## config.mk

```make
export PLATFORM = sky130hd
export DESIGN_NAME = jaos_match_cell
export DESIGN_NICKNAME = d
export VERILOG_FILES = /design/src/hw/rtl/json_array_object_splitter_unit_assert.svh /design/src/hw/rtl/jaos_pkg.sv /design/src/hw/rtl/jaos_match_cell.sv
export SDC_FILE = /design/constraint.sdc
export NUM_CORES = 1
export LEC_CHECK = 0
export ABC_AREA = 1
export BUFFER_PORTS_ARGS = -buffer_cell sky130_fd_sc_hd__buf_2
export CAP_MARGIN = 20
export CORE_AREA = 2 2 65 67
export CTS_CLUSTER_DIAMETER = 50
export DETAILED_ROUTE_END_ITERATION = 16
export DIE_AREA = 0 0 67 69
export PLACE_DENSITY = 0.7
export SYNTH_ARGS = -nofsm -noshare
export SYNTH_HDL_FRONTEND = slang
export SYNTH_SLANG_ARGS = --single-unit
```

## constraint.sdc

```tcl
create_clock -name clk -period 1.55 [get_ports clk]
set_input_delay 0.31 -clock clk [delete_from_list [all_inputs] [get_ports clk]]
set_output_delay 0.31 -clock clk [all_outputs]
set_load 0.01 [all_outputs]
```

## src/hw/rtl/json_array_object_splitter_unit_assert.svh

```systemverilog
// Assertion macros used by the splitter tracker RTL.
// Each expects clk and rst_n in scope.
`ifndef JSON_ARRAY_OBJECT_SPLITTER_UNIT_ASSERT_SVH
`define JSON_ARRAY_OBJECT_SPLITTER_UNIT_ASSERT_SVH

`ifndef ASSERT_OFF
`define JAOS_ASSERT_IMP(label, ante, cons) \
    label: assert property (@(posedge clk) disable iff (!rst_n) (ante) |-> (cons)) \
        else $error("%m: check failed");
`define JAOS_ASSERT_NEXT(label, ante, cons) \
    label: assert property (@(posedge clk) disable iff (!rst_n) (ante) |=> (cons)) \
        else $error("%m: check failed");
`else
`define JAOS_ASSERT_IMP(label, ante, cons)
`define JAOS_ASSERT_NEXT(label, ante, cons)
`endif

`endif

```

## src/hw/rtl/jaos_pkg.sv

```systemverilog
package jaos_pkg;

    localparam int KEY_MAX_CHARS_DEF = 8;
    localparam int DEPTH_BITS_DEF    = 8;
    localparam int COUNT_BITS_DEF    = 16;

    localparam int CHAR_W    = 16;
    localparam int KEY_SLOTS = 8;
    localparam int LEN_W     = 4;
    localparam int CNT_OUT_W = 16;
    localparam int APB_AW    = 5;
    localparam int APB_DW    = 64;

    localparam logic [CHAR_W-1:0] CH_LBRACKET  = 16'h005B;
    localparam logic [CHAR_W-1:0] CH_RBRACKET  = 16'h005D;
    localparam logic [CHAR_W-1:0] CH_LBRACE    = 16'h007B;
    localparam logic [CHAR_W-1:0] CH_RBRACE    = 16'h007D;
    localparam logic [CHAR_W-1:0] CH_BACKSLASH = 16'h005C;
    localparam logic [CHAR_W-1:0] CH_QUOTE     = 16'h0022;

    localparam logic [1:0] REG_KEY_LENGTH     = 2'd0;
    localparam logic [1:0] REG_KEY_CHARS_LOW  = 2'd1;
    localparam logic [1:0] REG_KEY_CHARS_HIGH = 2'd2;

    typedef enum logic [4:0] {
        PH_SEARCH = 5'b00001,
        PH_SEEK   = 5'b00010,
        PH_ARRAY  = 5'b00100,
        PH_OBJECT = 5'b01000,
        PH_CLOSED = 5'b10000
    } phase_t;

    typedef struct packed {
        logic shift;
        logic clear;
    } win_ctrl_t;

    typedef struct packed {
        logic [CHAR_W-1:0]    echo_char;
        logic                 in_object;
        logic                 object_end;
        logic                 key_found;
        logic                 array_closed;
        logic [CNT_OUT_W-1:0] object_count;
        logic                 doc_end;
    } result_t;

endpackage

```

## src/hw/rtl/jaos_match_cell.sv

```systemverilog
module jaos_match_cell
    import jaos_pkg::*;
#(
    parameter int CELL_INDEX = 0
) (
    input  logic                             clk,
    input  logic                             rst_n,
    input  win_ctrl_t                        ctrl,
    input  logic [CHAR_W-1:0]                din,
    input  logic [LEN_W-1:0]                 key_len,
    input  logic [KEY_SLOTS-1:0][CHAR_W-1:0] key_chars,
    output logic [CHAR_W-1:0]                dout,
    output logic                             hit
);

    logic [CHAR_W-1:0] char_reg;
    logic [CHAR_W-1:0] char_next;
    logic [LEN_W:0]    pos;
    logic [LEN_W:0]    slot;

    // pattern position of this cell: closing quote at 0, opening quote at len+1
    assign pos  = {1'b0, key_len};
    assign slot = pos - (LEN_W + 1)'(CELL_INDEX);

    always_comb
    begin
        if (CELL_INDEX == 0) begin
            hit = (din == CH_QUOTE);
        end else if (pos + (LEN_W + 1)'(1) == (LEN_W + 1)'(CELL_INDEX)) begin
            hit = (din == CH_QUOTE);
        end else if ((LEN_W + 1)'(CELL_INDEX) <= pos) begin
            hit = (din == key_chars[slot[2:0]]);
        end else begin
            hit = 1'b1;
        end
    end

    always_comb
    begin
        char_next = char_reg;
        if (ctrl.clear) begin
            char_next = '0;
        end else if (ctrl.shift) begin
            char_next = din;
        end
    end

    always_ff @(posedge clk or negedge rst_n)
    begin
        if (!rst_n) begin
            char_reg <= '0;
        end else begin
            char_reg <= char_next;
        end
    end

    assign dout = char_reg;

endmodule

```

==> results.toml, run 1 <==
[synthesis]
ys_async_sr_fraction_pct = 100
yosysMostFrequentCell = "inv_1"
yosysSeqAreaShare_pct = 50.6
syn_avg_cell_area_um2 = 9.32
ys_types = 12
synth_ff_type = "dfrtp_1"
yosysWarnings = 0
ys_ff_latch = 16
synth_top_cell_by_area = "dfrtp_1"
synth_edf_count = 0
syn_nets = 237
synth_area_um2 = 792
synth_area_leaders = "dfrtp_1 (51%), o22ai_2 (16%), inv_1 (15%)"
syn_inst = 85
post-synth-top-area-fraction_pct = 50.6
synthTopCellsByCount = "inv_1 (31), dfrtp_1 (16), nand2_1 (11), o22ai_2 (10), nor2_1 (5)"

[clock_network]
cts_sinks = 16
ctsResizeCount = 0
cts_tree = "built"
cts_setup_buffers = 0
clock_path_buffers = 2
htreeDepth = 1
clk_latency_ps = 240
clk_pin_slew_worst_paths_ps = 60
cts_root_buffer = "clkbuf_8"
cts_buffers = 3

[timing]
slew_viol_final = 0
setup_viol = 0
fmax_ghz = 0.801
tightest_slew_ps = 754
holdWs_ps = 320
fin_tns_setup_ps = 0
fin_crit_ps = 1250
finalCritPeriodShare_pct = 80.5
rsz0062_at_grt = "no"
maxSlewHeadroom_pct = 49.7
clock_skew_ps = 0
hold_viol = 0

[floorplan]
rows = 23
fp.dieW_um = 67
die_y_um = 69
core_mm2 = 0.00391
io-pin-count = 169
die_area_mm2 = 0.00462
start_util_pct = 20.2

[global_routing]
grt_use_total_pct = 8.54
grt_pass1_vias = 683
grt_pass1_wl_mm = 3.06
grt_max_degree = 17
antenna_found_initial = 0
gr-total-overflow = 0

[finish]
final_cells = 174
largest_reg_flops = 16
diodes = 0
synthToLayoutAreaGrowth_pct = 34.9
drive_gt1_share_pct = 41.1
final_nets = 277
utilization_pct = 27.3

[place]
port_buffers = 36
routabilityCongestion = 0.723
dp.cells = 169
hpwl_mm = 1.37

[route]
avgRoutedWirePerCell_um = 10.1
drt_pass1_iterations = 4
drt_wl_total_mm = 1.75
drt_iter0_drc = 9
via_count = 647
drcViolationCount = 0
ant_nets = 0
viasPerCell = 3.72

[worst_hold_path]
min_from = "din[1]"
hold_path_end = "dout[1]"
min_path_cells = 3
hold_class = "in -> reg"

[critical_path]
cp.arrival_ps = 940
crit_fanout = 2
r2r_start = "dout[5]"
critPathCaptureType = "output pin"
ff2ff_path_depth = 2
required_ps = 1240
startpoint_type = "input port"
crit_type = "in -> out"
r2r_slack_ps = 890
rr_endpoint = "dout[5]"

[pwr]
p_leak_nw = 0.587
power.density_mw_per_mm2 = 904
finalPower_uw = 966
ir_drop_uv = 404

[status]
status = "finished, final reports clean"

[run]
cap_violations = 0
==> worst max-delay path: stages <==
cell and delay (ps):
buf_2 90, inv_1 70, nand2_1 60, nor2_1 120, nand2_1 60, nor2_1 80, buf_2 140
==> how the worst max path moves through the flow <==
stage	cells past startpoint	slack (ps)	endpoint	from
after floorplan	5	510	hit	din[4]
after global placement	3	190	dout[1]	ctrl[1]
after detailed placement	3	130	dout[5]	ctrl[1]
after CTS	7	270	hit	din[9]
after global routing	7	190	hit	din[13]
final	7	300	hit	din[9]
==> cell type report <==
cell class                 count  area, um^2
sequential                    16         400
fill                         453        2850
tap                           50        62.6
clock buffer                   4        55.1
timing repair buffer          38         198
multi-input combinational     35         236
inverter                      31         116
==> report_power, final <==
part,internal (mW),switching [mW]
registers,0.441,0.0106
clock network,0.225,0.139
logic,0.0655,0.0849
total,0.732,0.235
==> cell usage in the layout, fill, tap and decap left out, drive strengths merged <==
master       instances
or2                  1
nand2               11
nand3                2
clkbuf               4
o21ai                2
o22ai               14
dfrtp               16
buf                 37
inv                 31
nor2                 5
dlygate4sd3          1
==> through the flow <==
stage	cell area, um^2	setup slack [ps]
final	1070	302
after global routing	1070	190
after CTS	1070	272
after detailed placement	1000	130
after global placement	1000	192
after floorplan	792	510
==> timing repair <==
action | in CTS | in global routing
endpoints found under the setup margin | 0 | 0
endpoints found under the hold margin | 16 | 0
hold buffers | 1 | 0
==> cell families after synthesis <==
kind of cell / count (synthesis) / synth area share [%]
flops: 16 / 50.6
buf+inv: 34 / 19.6
compound gates: 16 / 20.2
simple gates: 19 / 9.64
==> layer usage <==
layer | global-route usage [%] | vias up | part of all wire [%]
met3 | 1.96 | 2 | 5.2
met5 | 0 | - | 0
met1 | 10.6 | 297 | 43
li1 | - | 332 | -
met4 | 3.40 | 0 | 0.57
met2 | 14.0 | 16 | 51
Note: power is estimated with default switching activity, not from simulation.
==> run 2, diff against run 1 <==
PLACE_DENSITY = 0.73   (was 0.7)
clock period = 1.08 ns   (was 1.55 ns; I/O delays follow)
==> run 2 against run 1 <==
Compared with the run above: sequential power rose by 44%; utilization increased by 1.2 points; register-to-register slack got worse by 460 ps; design area grew 4.5%; total power is 46% higher; setup slack worse by 240 ps; non-clock buffer count increased by 5.
==> results.toml, run 2 (synthesized netlist as in run 1, its figures left out) <==
[finish]
synthToLayoutAreaGrowth_pct = 40.9
largest_reg_flops = 16
final.fill_count = 445
final_cells = 179
final_nets = 282
utilization_pct = 28.5
design_area_mm2 = 0.00112
diodes = 0
final_common_cell = "buf_2"
drive_gt1_share_pct = 50.4
mostFrequentLayoutCells = "buf_2 (36), inv_1 (24), dfrtp_1 (16)"

[floorplan]
start_util_pct = 20.2
die_area_mm2 = 0.00462
rows = 23
io-pin-count = 169
fp.dieW_um = 67
die_y_um = 69
core_mm2 = 0.00391

[route]
via_count = 659
avgRoutedWirePerCell_um = 10.5
drt_iter0_drc = 10
drt_wl_total_mm = 1.87
viasPerCell = 3.68
drcViolationCount = 0
ant_nets = 0
drt_pass1_iterations = 4

[critical_path]
critPathCaptureType = "output pin"
crit_fanout = 2
cp.arrival_ps = 810
required_ps = 860
crit_type = "in -> out"
startpoint_type = "input port"

[timing]
hold_viol = 0
rsz0062_at_grt = "no"
fmax_ghz = 0.978
finalCritPeriodShare_pct = 94.7
slew_viol_final = 0
fin_tns_setup_ps = 0
clock_skew_ps = 0
setup_viol = 0
holdWs_ps = 233
maxSlewHeadroom_pct = 75.8
fin_crit_ps = 1020
tightest_slew_ps = 363

[global_routing]
grt_use_total_pct = 8.80
gr-total-overflow = 0
antenna_found_initial = 0
grt_pass1_vias = 665
grt_pass1_wl_mm = 3.02
grt_max_degree = 17

[clock_network]
cts_sinks = 16
clk_latency_ps = 240
cts_setup_buffers = 0
clk_pin_slew_worst_paths_ps = 60
htreeDepth = 1
cts_tree = "built"
clock_path_buffers = 2
cts_buffers = 3
cts_root_buffer = "clkbuf_8"

[run]
cap_violations = 0

[worst_hold_path]
hold_class = "in -> reg"

[pwr]
power.density_mw_per_mm2 = 1260
p_leak_nw = 0.603
ir_drop_uv = 534

[place]
hpwl_mm = 1.53
port_buffers = 36
dpl_cell_area_mm2 = 0.00104
dp.cells = 174
routabilityCongestion = 0.735

[status]
status = "finished, final reports clean"
==> run 2: repair_timing <==
action	in CTS	in global routing
hold buffers	1	0
endpoints found under the setup margin	1	1
pin swaps	0	3
endpoints found under the hold margin	16	0
resized for setup	1	9
==> run 2: metrics by stage <==
| step | setup WS, ps | total power [mW] |
|---|---|---|
| 6_report | 57.4 | 1.41 |
| 5_1_grt | 1.07 | 1.49 |
| 4_1_cts | 9.49 | 1.43 |
| 3_5_place_dp | -10.4 | 0.893 |
| 3_3_place_gp | 8.89 | 0.886 |
| 2_1_floorplan | 228 | 0.787 |
==> run 2: final timing paths <==
path | start | to | slack (ps) | cells after the start
max in group asynchronous | rst_n | dout[5] | 410 | 2
min in group asynchronous | rst_n | dout[10] | 410 | 2
hold / removal | din[7] | dout[7] | 230 | 3
setup reg to reg | dout[5] | dout[5] | 430 | 2
hold reg to reg | dout[7] | dout[7] | 520 | 2
setup / recovery | din[15] | hit | 60 | 7
==> run 2: power by group <==
part | switching, mW | total (mW) | internal (mW)
Clock | 0.199 | 0.522 | 0.323
Sequential | 0.0171 | 0.650 | 0.633
Combinational | 0.128 | 0.236 | 0.108
==> run 2: per-layer routing <==
metal / vias up / share of wire, % / GRT usage [%]
li1: 342 / - / -
met1: 293 / 42 / 10.2
met2: 20 / 50 / 14.7
met3: 4 / 6.4 / 2.28
met4: 0 / 1.3 / 4.08
met5: - / 0 / 0
==> run 2: critical path: stages <==
cell	delay [ps]
buf_2	100
inv_2	50
nand2_2	70
nor2_4	100
nand2_1	50
nor2_1	90
buf_2	130
==> run 2: cell type report <==
cell class	count	area [um^2]	area share [%]
repair buffers	43	235	21.1
clock buffers	4	55.1	4.93
multi-input cells	35	246	22.1
well taps	50	62.6	5.61
inverters	31	116	10.4
flip-flops and latches	16	400	35.9
