**src/hw/rtl/json_array_object_splitter_unit_assert.svh**
```systemverilog
// Assertion macros used by the splitter tracker RTL.
// Each expects clk and rst_n in scope.
`ifndef JSON_ARRAY_OBJECT_SPLITTER_UNIT_ASSERT_SVH
`define JSON_ARRAY_OBJECT_SPLITTER_UNIT_ASSERT_SVH

`ifndef ASSERT_OFF
`define JAOS_ASSERT_IMP(label, ante, cons) \
    label: assert property (@(posedge clk) disable iff (!rst_n) (ante) |-> (cons)) \
        else $error("%m: check failed");
`define JAOS_ASSERT_NEXT(label, ante, cons) \
    label: assert property (@(posedge clk) disable iff (!rst_n) (ante) |=> (cons)) \
        else $error("%m: check failed");
`else
`define JAOS_ASSERT_IMP(label, ante, cons)
`define JAOS_ASSERT_NEXT(label, ante, cons)
`endif

`endif

```
**src/hw/rtl/jaos_pkg.sv**
```systemverilog
package jaos_pkg;

    localparam int KEY_MAX_CHARS_DEF = 8;
    localparam int DEPTH_BITS_DEF    = 8;
    localparam int COUNT_BITS_DEF    = 16;

    localparam int CHAR_W    = 16;
    localparam int KEY_SLOTS = 8;
    localparam int LEN_W     = 4;
    localparam int CNT_OUT_W = 16;
    localparam int APB_AW    = 5;
    localparam int APB_DW    = 64;

    localparam logic [CHAR_W-1:0] CH_LBRACKET  = 16'h005B;
    localparam logic [CHAR_W-1:0] CH_RBRACKET  = 16'h005D;
    localparam logic [CHAR_W-1:0] CH_LBRACE    = 16'h007B;
    localparam logic [CHAR_W-1:0] CH_RBRACE    = 16'h007D;
    localparam logic [CHAR_W-1:0] CH_BACKSLASH = 16'h005C;
    localparam logic [CHAR_W-1:0] CH_QUOTE     = 16'h0022;

    localparam logic [1:0] REG_KEY_LENGTH     = 2'd0;
    localparam logic [1:0] REG_KEY_CHARS_LOW  = 2'd1;
    localparam logic [1:0] REG_KEY_CHARS_HIGH = 2'd2;

    typedef enum logic [4:0] {
        PH_SEARCH = 5'b00001,
        PH_SEEK   = 5'b00010,
        PH_ARRAY  = 5'b00100,
        PH_OBJECT = 5'b01000,
        PH_CLOSED = 5'b10000
    } phase_t;

    typedef struct packed {
        logic shift;
        logic clear;
    } win_ctrl_t;

    typedef struct packed {
        logic [CHAR_W-1:0]    echo_char;
        logic                 in_object;
        logic                 object_end;
        logic                 key_found;
        logic                 array_closed;
        logic [CNT_OUT_W-1:0] object_count;
        logic                 doc_end;
    } result_t;

endpackage

```
**src/hw/rtl/jaos_tracker.sv**
```systemverilog
`include "json_array_object_splitter_unit_assert.svh"

module jaos_tracker
    import jaos_pkg::*;
#(
    parameter int DEPTH_BITS = DEPTH_BITS_DEF,
    parameter int COUNT_BITS = COUNT_BITS_DEF
) (
    input  logic              clk,
    input  logic              rst_n,
    input  logic              step,
    input  logic [CHAR_W-1:0] text_char,
    input  logic              end_of_text,
    input  logic              key_match,
    output win_ctrl_t         win_ctrl,
    output result_t           result
);

    localparam logic [DEPTH_BITS-1:0] DEPTH_ONE = DEPTH_BITS'(1);
    localparam logic [DEPTH_BITS-1:0] DEPTH_MAX = '1;
    localparam logic [COUNT_BITS-1:0] COUNT_MAX = '1;

    phase_t                phase_reg, phase_next;
    logic [DEPTH_BITS-1:0] depth_reg, depth_next;
    logic                  in_str_reg, in_str_next;
    logic                  esc_reg, esc_next;
    logic [COUNT_BITS-1:0] count_reg, count_next;
    logic                  obj;
    logic                  obj_end;

    always_comb
    begin
        phase_next  = phase_reg;
        depth_next  = depth_reg;
        in_str_next = in_str_reg;
        esc_next    = esc_reg;
        count_next  = count_reg;
        obj         = 1'b0;
        obj_end     = 1'b0;
        case (phase_reg)
            PH_SEARCH:
            begin
                if (key_match) begin
                    phase_next = PH_SEEK;
                end
            end
            PH_SEEK:
            begin
                if (text_char == CH_LBRACKET) begin
                    phase_next = PH_ARRAY;
                end
            end
            PH_ARRAY:
            begin
                if (text_char == CH_RBRACKET) begin
                    phase_next = PH_CLOSED;
                end else if (text_char == CH_LBRACE) begin
                    phase_next  = PH_OBJECT;
                    depth_next  = DEPTH_ONE;
                    in_str_next = 1'b0;
                    esc_next    = 1'b0;
                    obj         = 1'b1;
                end
            end
            PH_OBJECT:
            begin
                obj = 1'b1;
                if (in_str_reg) begin
                    if (esc_reg) begin
                        esc_next = 1'b0;
                    end else if (text_char == CH_BACKSLASH) begin
                        esc_next = 1'b1;
                    end else if (text_char == CH_QUOTE) begin
                        in_str_next = 1'b0;
                    end
                end else if (text_char == CH_QUOTE) begin
                    in_str_next = 1'b1;
                end else if (text_char == CH_LBRACE) begin
                    if (depth_reg != DEPTH_MAX) begin
                        depth_next = depth_reg + DEPTH_ONE;
                    end
                end else if (text_char == CH_RBRACE) begin
                    if (depth_reg <= DEPTH_ONE) begin
                        depth_next = '0;
                        obj_end    = 1'b1;
                        phase_next = PH_ARRAY;
                        if (count_reg != COUNT_MAX) begin
                            count_next = count_reg + COUNT_BITS'(1);
                        end
                    end else begin
                        depth_next = depth_reg - DEPTH_ONE;
                    end
                end
            end
            default:
            begin
            end
        endcase
    end

    always_ff @(posedge clk or negedge rst_n)
    begin
        if (!rst_n) begin
            phase_reg  <= PH_SEARCH;
            depth_reg  <= '0;
            in_str_reg <= 1'b0;
            esc_reg    <= 1'b0;
            count_reg  <= '0;
        end else if (step) begin
            if (end_of_text) begin
                phase_reg  <= PH_SEARCH;
                depth_reg  <= '0;
                in_str_reg <= 1'b0;
                esc_reg    <= 1'b0;
                count_reg  <= '0;
            end else begin
                phase_reg  <= phase_next;
                depth_reg  <= depth_next;
                in_str_reg <= in_str_next;
                esc_reg    <= esc_next;
                count_reg  <= count_next;
            end
        end
    end

    assign win_ctrl.shift = step && (phase_reg == PH_SEARCH);
    assign win_ctrl.clear = step && end_of_text;

    assign result.echo_char    = text_char;
    assign result.in_object    = obj;
    assign result.object_end   = obj_end;
    assign result.key_found    = (phase_next != PH_SEARCH);
    assign result.array_closed = (phase_next == PH_CLOSED);
    assign result.object_count = CNT_OUT_W'(count_next);
    assign result.doc_end      = end_of_text;

    `JAOS_ASSERT_IMP(a_esc_only_in_string, esc_reg, in_str_reg)
    `JAOS_ASSERT_IMP(a_object_has_depth, phase_reg == PH_OBJECT, depth_reg != '0)
    `JAOS_ASSERT_NEXT(a_end_clears, step && end_of_text,
                      phase_reg == PH_SEARCH && count_reg == '0 && depth_reg == '0)
    `JAOS_ASSERT_IMP(a_end_only_in_object, obj_end, phase_reg == PH_OBJECT && !in_str_reg)

endmodule
```
**config.mk**
```make
export PLATFORM = sky130hd
export DESIGN_NAME = jaos_tracker
export DESIGN_NICKNAME = d
export VERILOG_FILES = /design/src/hw/rtl/jaos_pkg.sv /design/src/hw/rtl/jaos_tracker.sv
export VERILOG_INCLUDE_DIRS = /design/src /design/src/hw/rtl
export SDC_FILE = /design/constraint.sdc
export NUM_CORES = 1
export LEC_CHECK = 0
export ABC_AREA = 1
export BUFFER_PORTS_ARGS = -buffer_cell sky130_fd_sc_hd__buf_4
export CAP_MARGIN = 20
export CELL_PAD_IN_SITES_DETAIL_PLACEMENT = 1
export CELL_PAD_IN_SITES_GLOBAL_PLACEMENT = 1
export CORE_UTILIZATION = 42
export CTS_CLUSTER_SIZE = 8
export DETAILED_ROUTE_END_ITERATION = 6
export HOLD_SLACK_MARGIN = 0.05
export PLACE_DENSITY = 0.95
export SETUP_SLACK_MARGIN = 0.02
export SYNTH_ARGS = -nofsm -noshare
export SYNTH_HDL_FRONTEND = slang
export SYNTH_SLANG_ARGS = --single-unit
```
**constraint.sdc**
```tcl
create_clock -name clk -period 4.73 [get_ports clk]
set_clock_uncertainty 0.1 [all_clocks]
set_input_delay 0.2365 -clock clk [delete_from_list [all_inputs] [get_ports clk]]
set_output_delay 0.2365 -clock clk [all_outputs]
set_load 0.02 [all_outputs]
```
==> flow_metrics.py, run 1 <==
metrics = {
    "global_routing": {
        "antenna_found_initial": 0,
        "grt_usage_pct": 26.03,
        "grt_pass1_vias": 3377,
        "grt_pass1_wl_um": 15690,
        "grt_overflow_total": 0,
        "grt_max_degree": 32,
    },
    "clock_tree": {
        "cts_buffer_depth": 2,
        "cts_tree": "yes",
        "cts.clk_slew.worst_paths_ns": 0.08,
        "cts_root_buffer": "clkbuf_8",
        "clock_latency_ns": 0.29,
        "cts-resized-gates": 0,
        "htreeDepth": 2,
        "cts_buffers": 5,
        "clock-sinks": 31,
    },
    "logic_synthesis": {
        "synth_top_area_share_pct": 24.56,
        "synthDistinctLibCells": 39,
        "syn_avg_cell_area_um2": 6.504,
        "syn_area_um2": 3057,
        "ys_ff_latch": 31,
        "ys_warn_count": 0,
        "syn_inst": 470,
        "syn-num-nets": 495,
        "yosys.area.top_type": "dfrtp_1",
        "ys_top_cells_by_area": "dfrtp_1 25%, nand2_1 16%, inv_1 7.7%, nand3_1 7.2%, nor2_1 6.0%",
        "synth-seq-area-share_pct": 25.42,
    },
    "critical_path": {
        "worstSetupPathType": "reg2out",
        "cp.required_ns": 4.39,
        "cp.arrival_ns": 2.54,
        "crit_start": "depth_reg[0]",
        "reg2reg_from": "depth_reg[0]",
        "end_kind": "output port",
        "start_kind": "flip-flop",
        "cp_max_fo": 8,
    },
    "placed_design": {
        "dp_cells": 600,
        "place_congestion": 0.8777,
        "place_area_um2": 3438,
        "hpwl_um": 7128,
        "dp_slack_ns": 2.269,
        "io_buffers": 59,
    },
    "job": {
        "max_cap_viol_count": 0,
    },
    "cells_and_area": {
        "drive_gt1_share_pct": 21.68,
        "stdcell_area_um2": 3536,
        "fin_cells": 608,
        "final_common_cell": "nand2_1",
        "nNetsFinal": 537,
        "largest_register_ffs": 16,
        "n_antenna_cell": 0,
        "area_growth_pct": 15.68,
        "mostFrequentLayoutCells": "134 x nand2_1, 63 x inv_1, 60 x buf_4",
    },
    "die": {
        "io_pins": 60,
        "die_width_um": 87.31,
        "start_util_pct": 44.26,
        "die-area_um2": 7623,
        "core.rowCount": 30,
        "die_y_um": 87.31,
        "core_area_um2": 6907,
    },
    "worst_hold_path": {
        "hp-class": "in2reg",
        "min_from": "step",
    },
    "pwr": {
        "peakVddDrop_uv": 122.0,
        "power_w": 0.0006678,
        "power_density_nw_per_um2": 188.9,
        "leakage_nw": 1.854,
    },
    "drt": {
        "wl_per_cell_um": 15.30,
        "wl_met3_um": 348,
        "met1Wirelength_um": 4052,
        "drt_wl_total_um": 9304,
        "wl_met2_um": 4726,
        "viasPerCell": 5.294,
        "drtIter0Drc": 121,
        "vias": 3219,
        "top_layer_used": "met4",
        "drtAntennaViolNets": 0,
        "drtPass1Iterations": 4,
        "drc": 0,
    },
    "timing": {
        "timing.final.ws_setup_ns": 1.856,
        "rsz0062_at_grt": "no",
        "final-hold-violation-count": 0,
        "fmax_mhz": 348.0,
        "period_needed_ns": 2.874,
        "slew_headroom_pct": 67.24,
        "worst_slew_pin_slew_ns": 0.4909,
        "setup_tns_ns": 0,
        "drv_slew": 0,
        "finalSetupViolations": 0,
        "post-route-period-util_pct": 60.76,
    },
    "run_status": {
        "outcome": "completed",
    },
}
layer usage:
metal	track usage, %	up-vias
met2	46.02	88
li1	-	1565
met3	3.791	16
met1	32.13	1550
met5	0	-
met4	8.942	0
stage by stage:
step                util [%]  hold WS, ns
global placement       49.78       0.1112
finish                 51.20       0.1582
global route           51.20       0.1605
detailed placement     49.78       0.1151
CTS                    51.20       0.1613
floorplan                  -      -0.1591
cell type report:
cell class / count / area, um^2
Clock inverter: 1 / 5.005
Sequential cell: 31 / 777.0
Inverter: 68 / 256.5
Multi-Input combinational cell: 345 / 1834
Clock buffer: 6 / 82.58
Timing Repair Buffer: 61 / 460.4
Tap cell: 96 / 120.1
Fill cell: 989 / 3371
worst max-delay path: stages (launching register included):
cell and delay, ns:
dfrtp_1 0.47, inv_1 0.15, ha_1 0.26, or2_2 0.18, nand2_1 0.08, nor2_4 0.21, nand3_1 0.13, o21ai_1 0.18
nand3_1 0.11, nor2_1 0.11, nand2_1 0.07, nor2_1 0.12, buf_4 0.16
power breakdown:
part / leakage (nW) / total [W] / switching, W / internal, W
clock: 0.0470 / 0.000231 / 0.000117 / 0.000115
sequential: 0.428 / 0.000280 / 0.00000839 / 0.000271
combinational: 1.38 / 0.000157 / 0.0000987 / 0.0000581
synthesized netlist by cell type (all sizes together):
cell type	count
nand2	144
inv	67
nor2	62
nand3	49
dfrtp	30
o21ai	26
buf	24
nand4	20
nor3	11
a21oi	8
xor2	6
nand3b	5
and2	4
ha	4
clkbuf	2
or2	2
clkinv	1
dfstp	1
nor3b	1
nor4	1
o211ai	1
o21bai	1
repair_timing:
action,4_1_cts,5_1_grt
hold endpoints to repair,30,0
hold buffers,1,0
buffers inserted,0,0
worst paths after layout:
kind | slack (ns) | depth (start not counted) | to
setup / recovery | 1.86 | 12 | result[17]
hold / removal | 0.16 | 2 | count_reg[15]
setup reg to reg | 2.37 | 12 | count_reg[2]
hold reg to reg | 0.44 | 2 | count_reg[10]
max in group asynchronous | 3.86 | 2 | phase_reg[0]
min in group asynchronous | 0.32 | 2 | count_reg[8]
kinds of logic (layout without fill, tap and decap cells):
family / after synthesis / count (layout) / synth area share (%)
compound gates: 36 / 36 / 6.304
flops: 31 / 31 / 25.42
buf+inv: 94 / 136 / 14.57
xor+xnor: 6 / 6 / 1.719
fa+ha+maj: 4 / 4 / 1.637
simple gates: 299 / 299 / 50.35
(Power assumes the default switching activity.)
==> run 2: changes to the inputs <==
Settings changed: CORE_UTILIZATION 42 to 35, PLACE_DENSITY 0.95 to 0.89.
Clock period 4.73 ns to 2.5 ns, I/O delays scaled along.
==> run 2 against run 1 <==
Effect of this change: the flow now finishes with violations (negative setup slack); die area rose by 20%; via count is 1.3% higher; worst hold slack got worse by 0.083 ns; global-route usage decreased by 4.0 points; sequential share of layout area is 1.1 points lower; first-iteration DRC count up 21%; final area rose by 5.8%; combinational power is 110% higher; worst setup slack got worse by 1.9 ns; non-clock buffer count grew 10; sequential cell count unchanged; cell count rose by 3.3%.
==> flow_metrics.py, run 2 (synthesis gave the netlist of run 1 again) <==
metrics = {
    "run_status": {
        "outcome": "complete, but fails checks",
        "violations": "negative setup slack",
    },
    "clock_tree": {
        "clock_latency_ns": 0.30,
        "cts.clk_slew.worst_paths_ns": 0.07,
        "htreeDepth": 2,
        "cts_buffer_depth": 2,
        "clock-sinks": 31,
        "cts_buffers": 5,
        "cts_tree": "yes",
        "cts_root_buffer": "clkbuf_8",
    },
    "timing": {
        "fmax_mhz": 399.9,
        "drv_slew": 0,
        "finalSetupViolations": 1,
        "final-hold-violation-count": 0,
        "post-route-period-util_pct": 100.0,
        "rsz0062_at_grt": "yes",
        "slew_headroom_pct": 66.76,
        "worst_slew_pin_slew_ns": 0.4948,
        "timing.final.ws_setup_ns": -0.0003735,
        "period_needed_ns": 2.500,
    },
    "cells_and_area": {
        "nNetsFinal": 547,
        "largest_register_ffs": 16,
        "final_common_cell": "nand2_1",
        "fin_cells": 628,
        "mostFrequentLayoutCells": "132 x nand2_1, 68 x buf_4, 60 x inv_1",
        "n_antenna_cell": 0,
        "area_growth_pct": 22.43,
        "drive_gt1_share_pct": 25.43,
        "stdcell_area_um2": 3742,
    },
    "global_routing": {
        "grt_pass1_wl_um": 15700,
        "grt_usage_pct": 21.99,
        "grt_max_degree": 32,
        "antenna_found_initial": 0,
        "grt_pass1_vias": 3303,
        "grt_overflow_total": 0,
    },
    "pwr": {
        "power_density_nw_per_um2": 373.6,
        "leakage_nw": 1.937,
        "power_w": 0.001398,
        "peakVddDrop_uv": 278.9,
    },
    "drt": {
        "drtIter0Drc": 146,
        "wl_per_cell_um": 15.96,
        "drtAntennaViolNets": 0,
        "viasPerCell": 5.191,
        "vias": 3260,
        "drc": 0,
        "drtPass1Iterations": 4,
        "drt_wl_total_um": 10030,
    },
    "placed_design": {
        "place_area_um2": 3450,
        "place_congestion": 0.8076,
        "dp_slack_ns": 0.1707,
        "hpwl_um": 7120,
        "dp_cells": 609,
        "io_buffers": 59,
    },
    "critical_path": {
        "cp.required_ns": 2.28,
        "cp.arrival_ns": 2.28,
        "worstSetupPathType": "reg2out",
        "start_kind": "flip-flop",
        "end_kind": "output port",
        "cp_max_fo": 6,
    },
    "die": {
        "core.rowCount": 33,
        "die-area_um2": 9111,
        "io_pins": 60,
        "start_util_pct": 36.65,
        "core_area_um2": 8341,
        "die_width_um": 95.45,
        "die_y_um": 95.45,
    },
    "job": {
        "max_cap_viol_count": 0,
    },
    "worst_hold_path": {
        "hp-class": "in2reg",
    },
}
run 2: changes by cell type in the layout (fill, tap and decap cells not counted), sizes merged:
| cell | before | now |
|---|---|---|
| bufinv | 0 | 1 |
| buf | 60 | 69 |
| dlygate4sd3 | 1 | 2 |
run 2: cell type report:
type,count,area (um^2)
Clock inverter,2,35.03
Inverter,68,264.0
Clock buffer,6,82.58
Fill cell,1113,4598
Multi-Input combinational cell,345,1908
Tap cell,105,131.4
Timing Repair Buffer,71,541.8
Sequential cell,31,779.5
run 2: final timing paths:
path                                    start             to  slack [ns]  cells after the start
max in group asynchronous               rst_n   phase_reg[0]        1.75                      2
worst max register to register   depth_reg[0]   depth_reg[1]        0.39                     11
min in group asynchronous               rst_n  count_reg[11]        0.21                      2
worst min register to register  count_reg[10]  count_reg[10]        0.45                      2
worst max-delay path             count_reg[1]      result[7]     -0.0004                     12
worst min-delay path              end_of_text   phase_reg[0]        0.07                      3
run 2: worst max-delay path, stage by stage, from the launching register on:
cell     delay, ns
dfrtp_1       0.44
ha_4          0.20
nand3_4       0.11
nor3_4        0.24
nand3_2       0.14
nor2_4        0.18
inv_4         0.09
nand2_8       0.09
inv_2         0.05
nand2_1       0.08
nand2_1       0.07
and2_1        0.13
buf_4         0.15
run 2: what timing repair did:
action,CTS,global route
cloned,0,0
hold endpoints to repair,38,0
pin swaps,1,9
hold buffers,2,0
setup buffers,3,6
gates resized for setup,9,14
setup endpoints to repair,12,12
run 2: where the power goes:
group	switching [W]	total [W]	internal, W
clock network	0.000217	0.000540	0.000323
registers	0.0000144	0.000528	0.000514
logic	0.000205	0.000330	0.000126
total	0.000436	0.00140	0.000962
run 2: metal layers:
layer | up-vias | share of wire, % | wire length, um | GRT usage, %
met5 | - | 0 | 0 | 0
met4 | 0 | 1.1 | 115 | 5.970
met3 | 15 | 4.2 | 421 | 3.030
met2 | 71 | 54 | 5370 | 40.30
met1 | 1588 | 41 | 4119 | 26.67
li1 | 1586 | - | - | -
run 2: through the flow:
stage	hold WS (ns)	TNS [ns]	utilization, %
6_report	0.07494	-0.0003735	44.87
5_1_grt	0.1070	-0.1932	44.87
4_1_cts	0.06839	0	43.65
3_5_place_dp	-0.002916	0	41.36
3_3_place_gp	-0.006320	0	41.36
2_1_floorplan	-0.2706	0	-
